`config.mk`:
```
export PLATFORM = sky130hd
export DESIGN_NAME = time_binned_window_counter
export DESIGN_NICKNAME = d
export VERILOG_FILES = /design/src/hdl/twc_pkg.sv /design/src/hdl/twc_ram.sv /design/src/hdl/twc_div.sv /design/src/hdl/twc_acc.sv /design/src/hdl/time_binned_window_counter.sv
export SDC_FILE = /design/constraint.sdc
export NUM_CORES = 2
export LEC_CHECK = 0
export BUFFER_PORTS_ARGS = -buffer_cell sky130_fd_sc_hd__buf_2
export CORE_ASPECT_RATIO = 0.9
export CORE_MARGIN = 3
export CORE_UTILIZATION = 55
export CTS_CLUSTER_SIZE = 40
export DETAILED_ROUTE_END_ITERATION = 8
export PLACE_DENSITY = 0.71
export SETUP_SLACK_MARGIN = 0.02
export SLEW_MARGIN = 5
export SYNTH_ARGS = -nofsm -noshare
export SYNTH_HDL_FRONTEND = slang
export SYNTH_HIERARCHICAL = 1
export SYNTH_SLANG_ARGS = --single-unit
```
`constraint.sdc`:
```
create_clock -name aclk -period 12.3 [get_ports aclk]
set_input_delay 2.46 -clock aclk [delete_from_list [all_inputs] [get_ports aclk]]
set_output_delay 2.46 -clock aclk [all_outputs]
set_load 0.005 [all_outputs]
```
`src/hdl/twc_pkg.sv`:
```
// ----------------------------------------------------------------------------
// twc_pkg
// Shared types and constants of the time binned window counter.
// ----------------------------------------------------------------------------
package twc_pkg;

    // Field widths of the stream beats and the configuration registers.
    localparam int NOW_W      = 48;
    localparam int AMT_W      = 32;
    localparam int OUT_W      = 32;
    localparam int BIN_OUT_W  = 6;
    localparam int LEN_W      = 32;
    localparam int WCFG_W     = 7;
    localparam int S_TDATA_W  = 80;
    localparam int M_TDATA_W  = 72;

    // Divider geometry: a 48 bit dividend over a 32 bit divisor.
    localparam int DIV_NUM_W  = NOW_W;
    localparam int DIV_DEN_W  = LEN_W;
    localparam int DIV_CNT_W  = $clog2(DIV_NUM_W);

    // Configuration register indexes.
    localparam int CFG_IDX_W  = 1;
    localparam logic [CFG_IDX_W-1:0] CFG_BIN_LENGTH  = 1'b0;
    localparam logic [CFG_IDX_W-1:0] CFG_BINS_IN_USE = 1'b1;

    // Register reset values.
    localparam logic [LEN_W-1:0]  BIN_LENGTH_RST  = 32'd1000000;
    localparam logic [WCFG_W-1:0] BINS_IN_USE_RST = 7'd64;

    typedef enum logic [3:0] {
        ST_WIPE,
        ST_IDLE,
        ST_DIV_Q,
        ST_DIV_R,
        ST_ADVANCE,
        ST_READ,
        ST_WRITE,
        ST_SUM,
        ST_SUM_LAST,
        ST_DONE
    } twc_state_t;

    // Control of the sum and minimum accumulator.
    typedef struct packed {
        logic clear;
        logic add;
    } acc_ctrl_t;

endpackage

```
`src/hdl/twc_ram.sv`:
```
// ----------------------------------------------------------------------------
// twc_ram
// Bin count memory: one write port, one read port with registered data.
// ----------------------------------------------------------------------------
module twc_ram #(
    parameter int DEPTH = 64,
    parameter int WIDTH = 32
) (
    input  logic                       aclk,
    input  logic                       we,
    input  logic [$clog2(DEPTH)-1:0]   waddr,
    input  logic [WIDTH-1:0]           wdata,
    input  logic [$clog2(DEPTH)-1:0]   raddr,
    output logic [WIDTH-1:0]           rdata
);

    logic [WIDTH-1:0] mem [DEPTH];
    logic [WIDTH-1:0] rdata_reg;

    always_ff @(posedge aclk) begin
        if (we) begin
            mem[waddr] <= wdata;
        end
    end

    always_ff @(posedge aclk) begin
        rdata_reg <= mem[raddr];
    end

    assign rdata = rdata_reg;

endmodule

```
`src/hdl/twc_div.sv`:
```
// ----------------------------------------------------------------------------
// twc_div
// Restoring divider, one quotient bit per cycle, shared by both divisions.
// ----------------------------------------------------------------------------
module twc_div (
    input  logic                            aclk,
    input  logic                            aresetn,
    input  logic                            start,
    input  logic [twc_pkg::DIV_NUM_W-1:0]   num,
    input  logic [twc_pkg::DIV_DEN_W-1:0]   den,
    output logic                            done,
    output logic [twc_pkg::DIV_NUM_W-1:0]   quot,
    output logic [twc_pkg::DIV_DEN_W-1:0]   rem
);

    localparam int NW = twc_pkg::DIV_NUM_W;
    localparam int DW = twc_pkg::DIV_DEN_W;
    localparam int CW = twc_pkg::DIV_CNT_W;

    logic          busy_reg, busy_next;
    logic          done_reg, done_next;
    logic [CW-1:0] cnt_reg,  cnt_next;
    logic [NW-1:0] quot_reg, quot_next;
    logic [DW-1:0] rem_reg,  rem_next;
    logic [DW-1:0] den_reg,  den_next;
    logic [DW:0]   shifted;
    logic [DW:0]   diff;
    logic          qbit;

    always_comb begin
        shifted   = {rem_reg, quot_reg[NW-1]};
        diff      = shifted - {1'b0, den_reg};
        qbit      = (shifted >= {1'b0, den_reg});
        busy_next = busy_reg;
        done_next = 1'b0;
        cnt_next  = cnt_reg;
        quot_next = quot_reg;
        rem_next  = rem_reg;
        den_next  = den_reg;
        if (start) begin
            busy_next = 1'b1;
            cnt_next  = CW'(NW - 1);
            quot_next = num;
            rem_next  = '0;
            den_next  = den;
        end else if (busy_reg) begin
            quot_next = {quot_reg[NW-2:0], qbit};
            rem_next  = qbit ? diff[DW-1:0] : shifted[DW-1:0];
            if (cnt_reg == '0) begin
                busy_next = 1'b0;
                done_next = 1'b1;
            end else begin
                cnt_next = cnt_reg - 1'b1;
            end
        end
    end

    always_ff @(posedge aclk) begin
        if (!aresetn) begin
            busy_reg <= 1'b0;
            done_reg <= 1'b0;
        end else begin
            busy_reg <= busy_next;
            done_reg <= done_next;
        end
    end

    always_ff @(posedge aclk) begin
        cnt_reg  <= cnt_next;
        quot_reg <= quot_next;
        rem_reg  <= rem_next;
        den_reg  <= den_next;
    end

    assign done = done_reg;
    assign quot = quot_reg;
    assign rem  = rem_reg;

endmodule

```
`src/hdl/twc_acc.sv`:
```
// ----------------------------------------------------------------------------
// twc_acc
// Running saturating sum and smallest nonzero value over a stream of bins.
// ----------------------------------------------------------------------------
module twc_acc #(
    parameter int COUNT_BITS = 32
) (
    input  logic                          aclk,
    input  twc_pkg::acc_ctrl_t            ctrl,
    input  logic [COUNT_BITS-1:0]         bin_value,
    output logic [twc_pkg::OUT_W-1:0]     sum,
    output logic [twc_pkg::OUT_W-1:0]     min_nonzero
);

    localparam int OW = twc_pkg::OUT_W;
    localparam int VW = (COUNT_BITS > OW) ? COUNT_BITS : OW;

    logic [OW-1:0]         sum_reg, sum_next;
    logic [COUNT_BITS-1:0] min_reg, min_next;
    logic [VW-1:0]         val_w;
    logic [VW-1:0]         min_w;
    logic [OW-1:0]         val_clip;
    logic [OW:0]           sum_wide;

    always_comb begin
        val_w    = VW'(bin_value);
        min_w    = VW'(min_reg);
        val_clip = (val_w > VW'({OW{1'b1}})) ? {OW{1'b1}} : val_w[OW-1:0];
        sum_wide = {1'b0, sum_reg} + {1'b0, val_clip};
        sum_next = sum_reg;
        min_next = min_reg;
        if (ctrl.clear) begin
            sum_next = '0;
            min_next = '0;
        end else if (ctrl.add) begin
            sum_next = sum_wide[OW] ? {OW{1'b1}} : sum_wide[OW-1:0];
            if (bin_value != '0 && (min_reg == '0 || bin_value < min_reg)) begin
                min_next = bin_value;
            end
        end
    end

    always_ff @(posedge aclk) begin
        sum_reg <= sum_next;
        min_reg <= min_next;
    end

    assign sum         = sum_reg;
    assign min_nonzero = (min_w > VW'({OW{1'b1}})) ? {OW{1'b1}} : min_w[OW-1:0];

endmodule

```
`src/hdl/time_binned_window_counter.sv`:
```
// ----------------------------------------------------------------------------
// time_binned_window_counter
// Sliding window event counter over a ring of time bins held in a memory.
// ----------------------------------------------------------------------------
// Each input beat carries the current time and an amount. The block divides
// the time since its start by the bin length, moves the ring of bin counts
// forward to that bin (zeroing the bins it steps over, or the whole memory
// when the gap covers the window), adds the amount to the current bin with
// saturation and returns the window sum, the smallest nonzero bin and the
// current bin index. Time running backward restarts the ring at bin 0 and
// sets the restart flag. One beat is worked on at a time. Each item passes
// through two divisions in the shared bit-serial divider (bin number, then
// ring index; each gives a 48 bit quotient), a read-modify-write of the
// current bin, a walk over the w bins of the window, where w is the clamped
// window size, through the single read port of the bin memory, a drain of
// the last read, the load of the output register and the take of the next
// beat. Advancing by d bins adds one memory write per bin stepped over; a
// full wipe or a restart writes all MAX_BINS entries instead. After reset the
// block zeroes the whole bin memory with s_tready low; configuration writes
// are taken at any time. A finished result waits in the output register, so
// the next beat is accepted and worked on while the previous result is still
// pending.
// ----------------------------------------------------------------------------
module time_binned_window_counter #(
    parameter int MAX_BINS   = 64,
    parameter int COUNT_BITS = 32
) (
    input  logic                               aclk,
    input  logic                               aresetn,
    // Configuration write port.
    input  logic                               cfg_we,
    input  logic [twc_pkg::CFG_IDX_W-1:0]      cfg_index,
    input  logic [twc_pkg::LEN_W-1:0]          cfg_wdata,
    // Input stream.
    input  logic                               s_tvalid,
    output logic                               s_tready,
    // s_tdata: [47:0] now_us, [79:48] add_amount.
    input  logic [twc_pkg::S_TDATA_W-1:0]      s_tdata,
    // Result stream.
    output logic                               m_tvalid,
    input  logic                               m_tready,
    // m_tdata: [31:0] window_sum, [63:32] window_min_nonzero,
    // [69:64] current_bin, [70] time_restart, [71] zero.
    output logic [twc_pkg::M_TDATA_W-1:0]      m_tdata
);

    localparam int NW    = twc_pkg::NOW_W;
    localparam int AW    = twc_pkg::AMT_W;
    localparam int OW    = twc_pkg::OUT_W;
    localparam int LW    = twc_pkg::LEN_W;
    localparam int IDX_W = $clog2(MAX_BINS);
    localparam int WIN_W = $clog2(MAX_BINS + 1);
    localparam int EXT_W = ((COUNT_BITS > AW) ? COUNT_BITS : AW) + 1;

    // Configuration registers.
    logic [LW-1:0]                  bin_len_reg;
    logic [twc_pkg::WCFG_W-1:0]     bins_cfg_reg;

    // Sequencer state.
    twc_pkg::twc_state_t state_reg, state_next;
    logic                 wipe_ret_reg, wipe_ret_next;
    logic [IDX_W-1:0]     ptr_reg, ptr_next;
    logic [WIN_W-1:0]     cnt_reg, cnt_next;
    logic                 rd_vld_reg;

    // Persistent ring state.
    logic [NW-1:0]        start_reg, start_next;
    logic [NW-1:0]        offset_reg, offset_next;

    // Item being worked on.
    logic [NW-1:0]        now_reg, now_next;
    logic [AW-1:0]        amount_reg, amount_next;
    logic [WIN_W-1:0]     win_reg, win_next;
    logic [NW-1:0]        quot_reg, quot_next;
    logic [NW-1:0]        dist_reg, dist_next;
    logic [IDX_W-1:0]     idx_reg, idx_next;
    logic                 restart_reg, restart_next;

    // Output register.
    logic                 m_tvalid_reg, m_tvalid_next;
    logic [OW-1:0]        sum_out_reg, sum_out_next;
    logic [OW-1:0]        min_out_reg, min_out_next;
    logic [twc_pkg::BIN_OUT_W-1:0] bin_out_reg, bin_out_next;
    logic                 rst_out_reg, rst_out_next;

    // Divider, memory and accumulator connections.
    logic                 div_start;
    logic [NW-1:0]        div_num;
    logic [LW-1:0]        div_den;
    logic                 div_done;
    logic [NW-1:0]        div_quot;
    logic [LW-1:0]        div_rem;

    logic                 ram_we;
    logic [IDX_W-1:0]     ram_waddr;
    logic [COUNT_BITS-1:0] ram_wdata;
    logic [IDX_W-1:0]     ram_raddr;
    logic [COUNT_BITS-1:0] ram_rdata;

    twc_pkg::acc_ctrl_t   acc_ctrl;
    logic [OW-1:0]        acc_sum;
    logic [OW-1:0]        acc_min;

    // Helpers.
    logic [NW-1:0]        s_now;
    logic [AW-1:0]        s_amount;
    logic [LW-1:0]        len_eff;
    logic [WIN_W-1:0]     win_eff;
    logic [IDX_W-1:0]     win_last;
    logic [EXT_W-1:0]     cmax_ext;
    logic [EXT_W-1:0]     amt_ext;
    logic [EXT_W-1:0]     amt_clip;
    logic [EXT_W-1:0]     bin_sum;
    logic [COUNT_BITS-1:0] bin_new;
    logic [31:0]          idx_wide;
    logic                 accept;

    assign s_now    = s_tdata[NW-1:0];
    assign s_amount = s_tdata[NW+AW-1:NW];
    assign accept   = s_tvalid && s_tready;
    assign s_tready = (state_reg == twc_pkg::ST_IDLE);

    // Configuration writes.
    always_ff @(posedge aclk) begin
        if (!aresetn) begin
            bin_len_reg  <= twc_pkg::BIN_LENGTH_RST;
            bins_cfg_reg <= twc_pkg::BINS_IN_USE_RST;
        end else if (cfg_we) begin
            case (cfg_index)
                twc_pkg::CFG_BIN_LENGTH: begin
                    bin_len_reg <= cfg_wdata;
                end
                twc_pkg::CFG_BINS_IN_USE: begin
                    bins_cfg_reg <= cfg_wdata[twc_pkg::WCFG_W-1:0];
                end
                default: begin
                end
            endcase
        end
    end

    // A zero bin length counts as one microsecond; the window size is
    // clamped into 1..MAX_BINS.
    always_comb begin
        len_eff = (bin_len_reg == '0) ? LW'(1) : bin_len_reg;
        if (bins_cfg_reg == '0) begin
            win_eff = WIN_W'(1);
        end else if (32'(bins_cfg_reg) > 32'(MAX_BINS)) begin
            win_eff = WIN_W'(MAX_BINS);
        end else begin
            win_eff = WIN_W'(bins_cfg_reg);
        end
    end

    assign win_last = IDX_W'(win_reg - WIN_W'(1));

    // Saturating add of the amount to the bin read from memory.
    always_comb begin
        cmax_ext = EXT_W'({COUNT_BITS{1'b1}});
        amt_ext  = EXT_W'(amount_reg);
        amt_clip = (amt_ext > cmax_ext) ? cmax_ext : amt_ext;
        bin_sum  = EXT_W'(ram_rdata) + amt_clip;
        bin_new  = (bin_sum > cmax_ext) ? {COUNT_BITS{1'b1}} : bin_sum[COUNT_BITS-1:0];
    end

    assign idx_wide = 32'(idx_reg);

    // Sequencer: next state, memory port control and item bookkeeping.
    always_comb begin
        state_next    = state_reg;
        wipe_ret_next = wipe_ret_reg;
        ptr_next      = ptr_reg;
        cnt_next      = cnt_reg;
        start_next    = start_reg;
        offset_next   = offset_reg;
        now_next      = now_reg;
        amount_next   = amount_reg;
        win_next      = win_reg;
        quot_next     = quot_reg;
        dist_next     = dist_reg;
        idx_next      = idx_reg;
        restart_next  = restart_reg;
        m_tvalid_next = m_tvalid_reg && !m_tready;
        sum_out_next  = sum_out_reg;
        min_out_next  = min_out_reg;
        bin_out_next  = bin_out_reg;
        rst_out_next  = rst_out_reg;
        div_start     = 1'b0;
        div_num       = s_now - start_reg;
        div_den       = len_eff;
        ram_we        = 1'b0;
        ram_waddr     = ptr_reg;
        ram_wdata     = '0;
        ram_raddr     = ptr_reg;
        acc_ctrl      = '{clear: 1'b0, add: rd_vld_reg};

        case (state_reg)
            twc_pkg::ST_WIPE: begin
                // Zero every entry, including those outside the window.
                ram_we = 1'b1;
                if (ptr_reg == IDX_W'(MAX_BINS - 1)) begin
                    state_next = wipe_ret_reg ? twc_pkg::ST_READ : twc_pkg::ST_IDLE;
                end else begin
                    ptr_next = ptr_reg + 1'b1;
                end
            end
            twc_pkg::ST_IDLE: begin
                if (accept) begin
                    now_next     = s_now;
                    amount_next  = s_amount;
                    win_next     = win_eff;
                    restart_next = 1'b0;
                    div_start    = 1'b1;
                    state_next   = twc_pkg::ST_DIV_Q;
                end
            end
            twc_pkg::ST_DIV_Q: begin
                div_num = div_quot;
                div_den = LW'(win_reg);
                if (div_done) begin
                    if (now_reg < start_reg || div_quot < offset_reg) begin
                        // Time ran backward: restart the ring at bin 0.
                        start_next    = now_reg;
                        offset_next   = '0;
                        idx_next      = '0;
                        restart_next  = 1'b1;
                        ptr_next      = '0;
                        wipe_ret_next = 1'b1;
                        state_next    = twc_pkg::ST_WIPE;
                    end else begin
                        quot_next  = div_quot;
                        dist_next  = div_quot - offset_reg;
                        div_start  = 1'b1;
                        state_next = twc_pkg::ST_DIV_R;
                    end
                end
            end
            twc_pkg::ST_DIV_R: begin
                if (div_done) begin
                    idx_next    = div_rem[IDX_W-1:0];
                    offset_next = quot_reg;
                    if (dist_reg >= NW'(win_reg)) begin
                        ptr_next      = '0;
                        wipe_ret_next = 1'b1;
                        state_next    = twc_pkg::ST_WIPE;
                    end else if (dist_reg == '0) begin
                        state_next = twc_pkg::ST_READ;
                    end else begin
                        // Zero the bins stepped over, walking back from the
                        // new current bin.
                        ptr_next   = div_rem[IDX_W-1:0];
                        cnt_next   = dist_reg[WIN_W-1:0];
                        state_next = twc_pkg::ST_ADVANCE;
                    end
                end
            end
            twc_pkg::ST_ADVANCE: begin
                ram_we   = 1'b1;
                cnt_next = cnt_reg - 1'b1;
                ptr_next = (ptr_reg == '0) ? win_last : ptr_reg - 1'b1;
                if (cnt_reg == WIN_W'(1)) begin
                    state_next = twc_pkg::ST_READ;
                end
            end
            twc_pkg::ST_READ: begin
                ram_raddr  = idx_reg;
                state_next = twc_pkg::ST_WRITE;
            end
            twc_pkg::ST_WRITE: begin
                ram_we         = 1'b1;
                ram_waddr      = idx_reg;
                ram_wdata      = bin_new;
                acc_ctrl.clear = 1'b1;
                ptr_next       = '0;
                state_next     = twc_pkg::ST_SUM;
            end
            twc_pkg::ST_SUM: begin
                if (ptr_reg == win_last) begin
                    state_next = twc_pkg::ST_SUM_LAST;
                end else begin
                    ptr_next = ptr_reg + 1'b1;
                end
            end
            twc_pkg::ST_SUM_LAST: begin
                state_next = twc_pkg::ST_DONE;
            end
            twc_pkg::ST_DONE: begin
                if (!m_tvalid_reg || m_tready) begin
                    m_tvalid_next = 1'b1;
                    sum_out_next  = acc_sum;
                    min_out_next  = acc_min;
                    bin_out_next  = idx_wide[twc_pkg::BIN_OUT_W-1:0];
                    rst_out_next  = restart_reg;
                    state_next    = twc_pkg::ST_IDLE;
                end
            end
            default: begin
                state_next = twc_pkg::ST_IDLE;
            end
        endcase
    end

    // Control registers.
    always_ff @(posedge aclk) begin
        if (!aresetn) begin
            state_reg    <= twc_pkg::ST_WIPE;
            wipe_ret_reg <= 1'b0;
            ptr_reg      <= '0;
            rd_vld_reg   <= 1'b0;
            m_tvalid_reg <= 1'b0;
            start_reg    <= '0;
            offset_reg   <= '0;
        end else begin
            state_reg    <= state_next;
            wipe_ret_reg <= wipe_ret_next;
            ptr_reg      <= ptr_next;
            rd_vld_reg   <= (state_reg == twc_pkg::ST_SUM);
            m_tvalid_reg <= m_tvalid_next;
            start_reg    <= start_next;
            offset_reg   <= offset_next;
        end
    end

    // Payload registers.
    always_ff @(posedge aclk) begin
        cnt_reg     <= cnt_next;
        now_reg     <= now_next;
        amount_reg  <= amount_next;
        win_reg     <= win_next;
        quot_reg    <= quot_next;
        dist_reg    <= dist_next;
        idx_reg     <= idx_next;
        restart_reg <= restart_next;
        sum_out_reg <= sum_out_next;
        min_out_reg <= min_out_next;
        bin_out_reg <= bin_out_next;
        rst_out_reg <= rst_out_next;
    end

    twc_div u_div (
        .aclk    (aclk),
        .aresetn (aresetn),
        .start   (div_start),
        .num     (div_num),
        .den     (div_den),
        .done    (div_done),
        .quot    (div_quot),
        .rem     (div_rem)
    );

    twc_ram #(
        .DEPTH (MAX_BINS),
        .WIDTH (COUNT_BITS)
    ) u_ram (
        .aclk  (aclk),
        .we    (ram_we),
        .waddr (ram_waddr),
        .wdata (ram_wdata),
        .raddr (ram_raddr),
        .rdata (ram_rdata)
    );

    twc_acc #(
        .COUNT_BITS (COUNT_BITS)
    ) u_acc (
        .aclk        (aclk),
        .ctrl        (acc_ctrl),
        .bin_value   (ram_rdata),
        .sum         (acc_sum),
        .min_nonzero (acc_min)
    );

    assign m_tvalid = m_tvalid_reg;
    assign m_tdata  = {1'b0, rst_out_reg, bin_out_reg, min_out_reg, sum_out_reg};

endmodule

```
==> metrics.txt <==
status=complete, no violations; RSZ-0062 raised after global routing=no; Synth top area share=0.6335; Core Region=between 200,000 and 250,000 µm²; post-synth cell types=98; Power Density=201.8 nW/µm²; Worst R2R Start=state_reg[0]; Seq pwr share=0.428; Clock Sinks=2,680; final core area utilization=0.6229; list of most frequent post-synthesis cells=2,396 x edfxtp_1, 544 x mux4_2, 370 x nor2_1, 366 x a21oi_1, 321 x nand2_1; Final Instance Area=between 100,000 and 150,000 µm²; Finished Layout Cells=about 10,000; Reg area=between 70,000 and 80,000 µm²; Final Max Slew Viols=0; Setup CP Type=flip-flop to flip-flop; GPL Wtd Cong=0.9052; Filler cells=roughly 14,000; Area Overhead vs Synth=12.06%; DIE AREA=between 200,000 and 250,000 µm²; hold_ws=421.5 ps; startpoint types=flip-flop; R2R Setup Slk=roughly 6000 ps; # IOs=around 190; power consumption=~26 mW; number of H-tree levels=5; Die W=a little under 500 µm; via count=around 65,000; Syn Area/Cell=16.40 µm²; Post-DP Area=between 100,000 and 150,000 µm²; fraction of layout cells with a size suffix above 1=0.2020; Initial Util=0.5559; DR pass1 iterations=6; slew margin rel.=0.1576; post-synthesis sequential element count=between 2,000 and 3,000; Max Clock Freq=around 0.16 GHz; Yosys top cell by area=edfxtp_1; Mapped Area=about 110,000 µm²; Setup-failing EPs final=0; Critical Path Source=state_reg[0]; area of the multi-input gates=~34,000 µm²; CTS Buf Count=around 280; Clk pin slew, worst setup/hold paths=about 60 ps; DR WL/cell=29.07 µm; Hold-fix buffers, CTS=0; pin count of the biggest net entering global routing=124; Post-Syn Instances=slightly below 7,000; Max IR drop VDD=approximately 0.14 mV; setup bufs post-CTS=0; reg2reg path depth=10; aggregate global routing overflow=0; post-synth net total=about 7,300; sw frac=0.3043; Routed Antenna Nets=0; Top reg by flops=u_ram/mem; # rows=157; Worst-Margin Slew=about 1300 ps; critical path capture point=u_ram/rdata[0]; final worst slack=about 6000 ps; Final nets=about 7,600; Setup TNS=0 ps; Synth Flop Type=edfxtp_1; total internal power=~18 mW; share of flip-flops with an asynchronous set or reset=0; min Tclk post-route=between 6000 and 7000 ps; post-CTS resize count=0; largest cells by area after synthesis=edfxtp_1 63%, mux4_2 11%, dfxtp_1 5.0%; Leak=roughly 43 nW; Critical Path Sink Type=flip-flop; period utilization=0.5153; number of max-cap violations=0; Tot GR Track Use=0.2754; Clock Power Share=0.321; Final Skew=88.26 ps; Initial DRC Count=about 7,800; latest clock arrival within the worst-skew pair=950 ps; Warnings, synthesis=6; power share of the combinational group=0.251; clock root cell=clkbuf_16; CTS tree=done; vias per cell=about 6.5; max reg flops=about 2,000; # DRC=0; cell total after placement=9,619; CTS Buffer Depth=4; I/O Buffers=190; sequential-to-total area share from yosys stat=0.6836; Post-Place Setup Slack=between 5000 and 6000 ps; Worst Path Max Fanout=just over 100; Die Y=437.1 µm; WP data arrival=between 7000 and 8000 ps; R2R Path End=u_ram/rdata[0]; most common cell in the netlist=edfxtp_1; Post-synth EDFFs=roughly 2,400; first-pass GRT wire length=roughly 430 mm; final hold violations=0; CP required=13,030 ps; Hold Path Class=flip-flop to flip-flop; Post-Route WL=294.0 mm; initial antenna violation count=15; number of global-route vias before repair=64,100; Psw=~7.8 mW; post-DP HPWL=172.3 mm
==> how the worst min path moves through the flow <==
stage / start / end / slack [ps] / cells after the start
finish: restart_reg / rst_out_reg / 420 / 0
global route: restart_reg / rst_out_reg / 430 / 0
CTS: restart_reg / rst_out_reg / 420 / 0
detailed placement: restart_reg / rst_out_reg / 400 / 0
global placement: restart_reg / rst_out_reg / 400 / 0
floorplan: restart_reg / rst_out_reg / 400 / 0
==> cell type report <==
| cell class | instances | share of cell area |
|---|---|---|
| Tap cell | 2703 | 0.02657 |
| Inverter | 233 | 0.006882 |
| Clock inverter | 128 | 0.01015 |
| Clock buffer | 357 | 0.05936 |
| Multi-Input combinational cell | 3664 | 0.2700 |
| Sequential cell | 2680 | 0.6100 |
| Timing Repair Buffer | 339 | 0.01685 |
| Antenna cell | 8 | 0.0001573 |
==> cell families after synthesis <==
| family | count (synthesis) | share of synthesized area |
|---|---|---|
| DFF | 2680 | 0.6836 |
| and+or+nand+nor | 1255 | 0.05283 |
| AOI/OAI and AO/OA | 1201 | 0.06967 |
| muxes | 740 | 0.1257 |
| buffers and inverters | 580 | 0.02218 |
| adders and majority gates | 288 | 0.03206 |
| xor gates and xnor gates | 179 | 0.01393 |
| other | 1 | 0.00003302 |
==> power groups by stage <==
stage	Combinational (mW)	Sequential, mW	Clock (mW)
after global routing	6.98	11.0	8.72
final	6.45	11.0	8.25
after CTS	6.42	11.0	8.36
after floorplan	4.68	10.8	0
after detailed placement	6.38	11.2	0
after global placement	6.31	11.1	0
==> worst max-delay path, stage by stage (launching register included) <==
cell	delay [ps]
dfxtp_1	650
nand2b_1	280
nor2_1	770
nand2_1	210
o21ai_4	330
buf_12	660
buf_4	900
mux4_2	610
mux4_2	540
o22ai_1	740
nor2_1	190
==> layer usage <==
layer  wire (µm)  track usage  share of wire  vias up
met5          39            0        0.00013        -
met4        9133      0.08629          0.031        4
met3       31190      0.06296           0.11      535
met2      134300       0.4164           0.46     3432
met1      119200       0.4021           0.41    33330
li1            -            -              -    27970
==> layout by cell type, fill, tap and decap left out, types with 45 or more instances in the layout <==
| cell | count |
|---|---|
| o31ai_1 | 64 |
| dfxtp_1 | 283 |
| mux2_2 | 51 |
| xnor2_1 | 102 |
| nand4_1 | 54 |
| nor2_4 | 65 |
| nor3_1 | 49 |
| buf_2 | 190 |
| nor2_1 | 305 |
| clkbuf_1 | 59 |
| clkbuf_16 | 287 |
| buf_4 | 143 |
| nor2b_1 | 51 |
| mux2i_1 | 143 |
| a22o_1 | 50 |
| a21o_1 | 113 |
| edfxtp_1 | 2396 |
| xor2_1 | 76 |
| nand2b_1 | 111 |
| nand3_1 | 122 |
| nand2_1 | 319 |
| o22ai_1 | 90 |
| ha_1 | 283 |
| mux4_2 | 544 |
| clkinv_2 | 45 |
| inv_1 | 230 |
| a211oi_1 | 60 |
| a21oi_1 | 338 |
| o21ai_0 | 140 |
Note: power is estimated with default switching activity, not from simulation.
